## config.mk

```make
export PLATFORM = sky130hd
export DESIGN_NAME = tgc_front
export DESIGN_NICKNAME = d
export VERILOG_FILES = /design/src/rtl/tgc_pkg.sv /design/src/rtl/tgc_front.sv
export SDC_FILE = /design/constraint.sdc
export NUM_CORES = 1
export LEC_CHECK = 0
export ABC_AREA = 0
export BUFFER_PORTS_ARGS = -buffer_cell sky130_fd_sc_hd__buf_2
export CORE_MARGIN = 8
export CORE_UTILIZATION = 52
export DETAILED_ROUTE_END_ITERATION = 6
export PLACE_DENSITY = 0.79
export SLEW_MARGIN = 20
export SYNTH_ARGS = -nofsm -noshare
export SYNTH_HDL_FRONTEND = slang
export SYNTH_SLANG_ARGS = --single-unit
```

## constraint.sdc

```tcl
create_clock -name clk -period 6.4 [get_ports clk]
set_clock_uncertainty 0.2 [all_clocks]
set_input_delay 0.32 -clock clk [delete_from_list [all_inputs] [get_ports clk]]
set_output_delay 0.32 -clock clk [all_outputs]
set_load 0.03 [all_outputs]
```

## src/rtl/tgc_pkg.sv

```systemverilog
// Shared types, constants and state codes for the greedy crossover unit.
package tgc_pkg;

    // Defaults for the top level parameters
    localparam int MAX_CITIES_DEF  = 64;
    localparam int COORD_BITS_DEF  = 16;

    // Fixed field widths
    localparam int CITY_W      = 6;
    localparam int CC_W        = 7;
    localparam int RAW_COORD_W = 16;
    localparam int SEED_W      = 32;
    localparam int DIST_W      = 64;

    // Galois LFSR feedback mask for the random fill
    localparam logic [SEED_W-1:0] LFSR_TAPS = 32'h8020_0003;

    // Command queue between front and back
    localparam int QUEUE_DEPTH = 2;
    localparam int QUEUE_AW    = 1;

    // Opcodes of the input item
    localparam logic [1:0] OP_LOAD_XY  = 2'd0;
    localparam logic [1:0] OP_LOAD_PAR = 2'd1;
    localparam logic [1:0] OP_START    = 2'd2;

    typedef struct packed {
        logic [1:0]                    op;
        logic [CITY_W-1:0]             position;
        logic signed [RAW_COORD_W-1:0] coord_x;
        logic signed [RAW_COORD_W-1:0] coord_y;
        logic [CITY_W-1:0]             first_city;
        logic [CITY_W-1:0]             second_city;
        logic                          take_first_parent;
        logic [CITY_W-1:0]             swap_a;
        logic [CITY_W-1:0]             swap_b;
        logic [SEED_W-1:0]             seed;
    } in_item_t;

    typedef struct packed {
        logic [CITY_W-1:0] city;
        logic [CITY_W-1:0] tour_pos;
        logic              last;
    } out_item_t;

    typedef enum logic [1:0] {
        CMD_XY,
        CMD_PAR,
        CMD_START
    } cmd_kind_t;

    typedef struct packed {
        cmd_kind_t                     kind;
        logic [CITY_W-1:0]             pos;
        logic signed [RAW_COORD_W-1:0] cx;
        logic signed [RAW_COORD_W-1:0] cy;
        logic [CITY_W-1:0]             c1;
        logic [CITY_W-1:0]             c2;
        logic                          take;
        logic [CITY_W-1:0]             sa;
        logic [CITY_W-1:0]             sb;
        logic [SEED_W-1:0]             seed;
    } cmd_t;

    typedef enum logic [4:0] {
        ST_IDLE,
        ST_C0_RD,
        ST_C0_SEL,
        ST_SCAN_RD,
        ST_SCAN_CHK,
        ST_DIST_RD,
        ST_DIST_DIFF,
        ST_DIST_SQ,
        ST_DIST_SUM,
        ST_RAND_STEP,
        ST_RAND_MOD,
        ST_RAND_SCAN,
        ST_SWAP_RD,
        ST_SWAP_WA,
        ST_SWAP_WB,
        ST_ZERO_RD,
        ST_ZERO_CHK,
        ST_ENDS_RD,
        ST_ENDS_CHK,
        ST_EMIT_RD,
        ST_EMIT_OUT
    } state_t;

    // One step of the fill LFSR
    function automatic logic [SEED_W-1:0] lfsr_step(input logic [SEED_W-1:0] s);
        logic [SEED_W-1:0] r;
        r = s >> 1;
        if (s[0])
        begin
            r = r ^ LFSR_TAPS;
        end
        return r;
    endfunction

endpackage

```

## src/rtl/tgc_front.sv

```systemverilog
// Front end: accepts input items, drops the ones without effect, queues commands.
module tgc_front
    import tgc_pkg::*;
#(
    parameter int MAX_CITIES = MAX_CITIES_DEF
)
(
    input  logic     clk,
    input  logic     rst_n,
    input  logic     push,
    output logic     full,
    input  in_item_t in_item,
    output logic     cmd_valid,
    output cmd_t     cmd,
    input  logic     cmd_pop
);

    cmd_t                q_reg [QUEUE_DEPTH];
    logic [QUEUE_AW-1:0] wr_ptr_reg;
    logic [QUEUE_AW-1:0] rd_ptr_reg;
    logic [QUEUE_AW:0]   count_reg;
    logic                accept;
    logic                keep;
    logic                pos_ok;
    logic                do_wr;
    logic                do_rd;
    cmd_t                new_cmd;

    assign full      = (count_reg == (QUEUE_AW+1)'(QUEUE_DEPTH));
    assign cmd_valid = (count_reg != '0);
    assign cmd       = q_reg[rd_ptr_reg];
    assign accept    = push && !full;

    // Classify the item and build the command
    always_comb
    begin
        pos_ok = (int'(in_item.position) < MAX_CITIES);
        keep   = 1'b0;
        new_cmd.kind = CMD_START;
        unique case (in_item.op)
            OP_LOAD_XY:
            begin
                keep         = pos_ok;
                new_cmd.kind = CMD_XY;
            end
            OP_LOAD_PAR:
            begin
                keep         = pos_ok;
                new_cmd.kind = CMD_PAR;
            end
            OP_START:
            begin
                keep         = 1'b1;
                new_cmd.kind = CMD_START;
            end
            default:
            begin
                keep = 1'b0;
            end
        endcase
        new_cmd.pos  = in_item.position;
        new_cmd.cx   = in_item.coord_x;
        new_cmd.cy   = in_item.coord_y;
        new_cmd.c1   = in_item.first_city;
        new_cmd.c2   = in_item.second_city;
        new_cmd.take = in_item.take_first_parent;
        new_cmd.sa   = in_item.swap_a;
        new_cmd.sb   = in_item.swap_b;
        new_cmd.seed = in_item.seed;
    end

    assign do_wr = accept && keep;
    assign do_rd = cmd_pop && cmd_valid;

    // Store queue entries
    always_ff @(posedge clk)
    begin
        if (do_wr)
        begin
            q_reg[wr_ptr_reg] <= new_cmd;
        end
    end

    // Advance pointers and count
    always_ff @(posedge clk or negedge rst_n)
    begin
        if (!rst_n)
        begin
            wr_ptr_reg <= '0;
            rd_ptr_reg <= '0;
            count_reg  <= '0;
        end
        else
        begin
            if (do_wr)
            begin
                wr_ptr_reg <= (wr_ptr_reg == QUEUE_AW'(QUEUE_DEPTH-1)) ? '0
                              : wr_ptr_reg + QUEUE_AW'(1);
            end
            if (do_rd)
            begin
                rd_ptr_reg <= (rd_ptr_reg == QUEUE_AW'(QUEUE_DEPTH-1)) ? '0
                              : rd_ptr_reg + QUEUE_AW'(1);
            end
            if (do_wr && !do_rd)
            begin
                count_reg <= count_reg + (QUEUE_AW+1)'(1);
            end
            else if (!do_wr && do_rd)
            begin
                count_reg <= count_reg - (QUEUE_AW+1)'(1);
            end
        end
    end

endmodule

```

==> results by group <==
Run status
  • Status: finished, final reports clean

Power
  • Power per cell area: 443 mW/mm2
  • Leak Pwr: ~3.9 nW
  • VDD IR max: ~270 uV

Global routing
  • Vias in the first global route: 4642
  • First-pass GRT wire length: 24700 um
  • Congestion Overflow GR: 0
  • Largest net degree at the start of global routing: 57
  • Initial antenna violation count: 1
  • Overall global routing resource usage: 0.180

Setup path
  • Slowest cell on the critical path: dfrtp_4
  • Crit path required time: 5.88 ns
  • Crit end category: primary output
  • WP data arrival: 2.70 ns
  • Crit path max fanout: 56
  • Crit-path max cell delay: 0.87 ns
  • Worst Setup Start Kind: flop
  • Kind of critical path: flop to primary output
  • Crit path launch: rd_ptr_reg
  • Worst r2r src: count_reg[1]
  • Crit-path cells: buf_4 -> mux2_2 -> buf_2

STA
  • Setup ws final: 3.18 ns
  • RSZ-0062 raised after global routing: no
  • Hold Vio Cnt, Final: 0
  • Headroom to the max-slew limit: 0.486
  • Worst Tran Pin Value: a little under 0.8 ns
  • Final number of setup-violating endpoints: 0
  • Max-slew violations: 0
  • Post-layout min period: 3.22 ns
  • Fin Setup TNS: 0 ns
  • Tcrit/Tclk final: 0.503
  • Fmax: 0.311 GHz

Yosys
  • Cell taking the most area after synthesis: edfxtp_1
  • Syn Inst Count: 324
  • Synthesized flop and latch total: 198
  • Post-Syn Area: around 0.0073 mm2
  • Top FF cell, synth: edfxtp_1
  • Largest cells by area after synthesis: edfxtp_1 (80%), mux2_2 (12%), mux2_4 (4.1%)
  • Yosys warning total: 0
  • Post-synth EDFFs: 194
  • Commonest cells in the synthesized netlist: edfxtp_1 (194), mux2_2 (77), mux2_4 (20), buf_2 (7)
  • Post-synthesis sequential area ratio: 0.813
  • Post-synthesis cell type count: 16
  • Syn nets: 426
  • Syn_area_per_cell: 22.5 um2
  • Most frequent cell after synthesis: edfxtp_1
  • Fraction of registers with async set/reset: 0.0202
  • Yosys top cell area share: 0.800

Route
  • Total number of vias: 4136
  • DR pass1 iterations: 4
  • Starting DRT DRC Count: between 200 and 250
  • Drt drc: 0
  • Routed Antenna Nets: 0
  • Vias/cell: between 5 and 6
  • Routed WL: 16300 um
  • Routed length per instance: 19.7 um

Floorplan
  • Core Rows: 43
  • Core Area: 0.0138 mm2
  • Starting Density: 0.529
  • IO Pins: 200
  • Die Height: 134 um
  • Die width: 134 um
  • Die area: approximately 0.018 mm2

Finish
  • Number of flip-flops in the largest register: 194
  • Final Util: 0.732
  • Final Net Count: 735
  • Fill count: 834
  • Proportion of layout cells with a drive suffix above 1: 0.514
  • Syn-to-layout area delta: 38.3%

Clock tree
  • CTS tree: done
  • H-tree levels: 4
  • CTS Buffer Depth: 2
  • Worst-path clk slew: 0.06 ns
  • CTS Sinks: slightly below 200
  • Worst skew pair latency: approximately 0.42 ns
  • Post-CTS Setup Bufs: 0
  • Cts bufs inserted: 17
  • Root Driver: clkbuf_16

Flow run
  • Max Cap Viol: 0

Place
  • Port buffer count: 199
  • Post-DP HPWL: 9710 um
  • RePlAce Congestion: 0.760
  • Setup WS pre-CTS: 3.63 ns

Min path
  • Hold Path Class: primary input to asynchronous set/reset pin
-- per-layer routing --
metal  GRT usage  part of all wire
met1       0.199              0.37
met2       0.305              0.52
met3      0.0658             0.087
met4      0.0823             0.024
met5           0                 0
-- metrics by stage --
step | power [mW] | cell area [um2] | std cells | hold slack (ns)
6_report | 4.46 | 10100 | 827 | 0.0681
5_1_grt | 4.63 | 10100 | 827 | 0.0501
4_1_cts | 4.48 | 10100 | 826 | 0.0315
3_5_place_dp | 3.34 | 8480 | 696 | -0.0686
3_3_place_gp | 3.31 | 8480 | 696 | -0.0691
2_1_floorplan | 2.97 | 7290 | 324 | -0.176
-- critical path, delay by kind of cell, from the launching register on --
family	cells	cell delay, ns
multiplexers	1	0.43
buffers and inverters	2	0.90
flip-flops	1	0.87
-- cell usage in the layout (no fill, tap or decap) --
| master | synthesis | routed |
|---|---|---|
| dfrtp_1 | 4 | 3 |
| bufinv_16 | 0 | 4 |
| clkinv_2 | 0 | 1 |
| clkinv_1 | 0 | 3 |
| edfxtp_1 | 194 | 194 |
| nor2_1 | 3 | 1 |
| xnor2_1 | 3 | 3 |
| dfrtp_4 | 0 | 1 |
| nand2_1 | 2 | 2 |
| buf_2 | 7 | 199 |
| clkinv_4 | 0 | 4 |
| nor2b_1 | 2 | 2 |
| mux2_4 | 20 | 20 |
| clkbuf_16 | 0 | 17 |
| ha_1 | 1 | 1 |
| xor2_1 | 2 | 2 |
| diode_2 | 0 | 1 |
| dlygate4sd3_1 | 0 | 98 |
| nor2_4 | 0 | 2 |
| clkbuf_1 | 1 | 2 |
| nand3b_1 | 1 | 1 |
| or2_2 | 1 | 1 |
| buf_4 | 0 | 5 |
| inv_6 | 0 | 1 |
| inv_1 | 2 | 2 |
| mux2_2 | 77 | 77 |
-- path summary, 6_finish.rpt --
path | slack, ns | cells past startpoint | end
max | 3.18 | 3 | cmd[19]
min | 0.07 | 2 | rd_ptr_reg
max reg2reg | 4.16 | 4 | q_reg[0][9]
min reg2reg | 0.31 | 1 | count_reg[1]
max in group asynchronous | 5.80 | 2 | rd_ptr_reg
min in group clk | 0.09 | 2 | q_reg[1][95]
-- report_power, final --
group / internal, mW / switching (mW)
clock network: 0.653 / 0.445
registers: 1.70 / 0.125
logic: 0.571 / 0.966
-- cell families (layout without fill, tap and decap cells) --
kind of cell,after synthesis,after routing,synth area share
XOR/XNOR,5,5,0.00601
adder cells (fa/ha/maj),1,1,0.00172
buffers and inverters,14,336,0.0125
flip-flops,198,198,0.813
multiplexers,97,97,0.160
other,0,1,0
AND/OR/NAND/NOR,9,9,0.00618
-- cell type report --
cell class,count,area [um2],share of cell area
flip-flops and latches,198,5930,0.588
repair buffers,302,2010,0.200
multi-input cells,112,1280,0.127
clock buffers,19,433,0.0430
well taps,180,225,0.0224
clock inverters,13,180,0.0179
inverters,2,7.51,0.000745
diodes,1,2.50,0.000248
-- what timing repair did --
item                      4_1_cts  5_1_grt
resized for setup               0        0
hold endpoints to repair      197        0
hold buffers                   98        0
(Power assumes the default switching activity.)
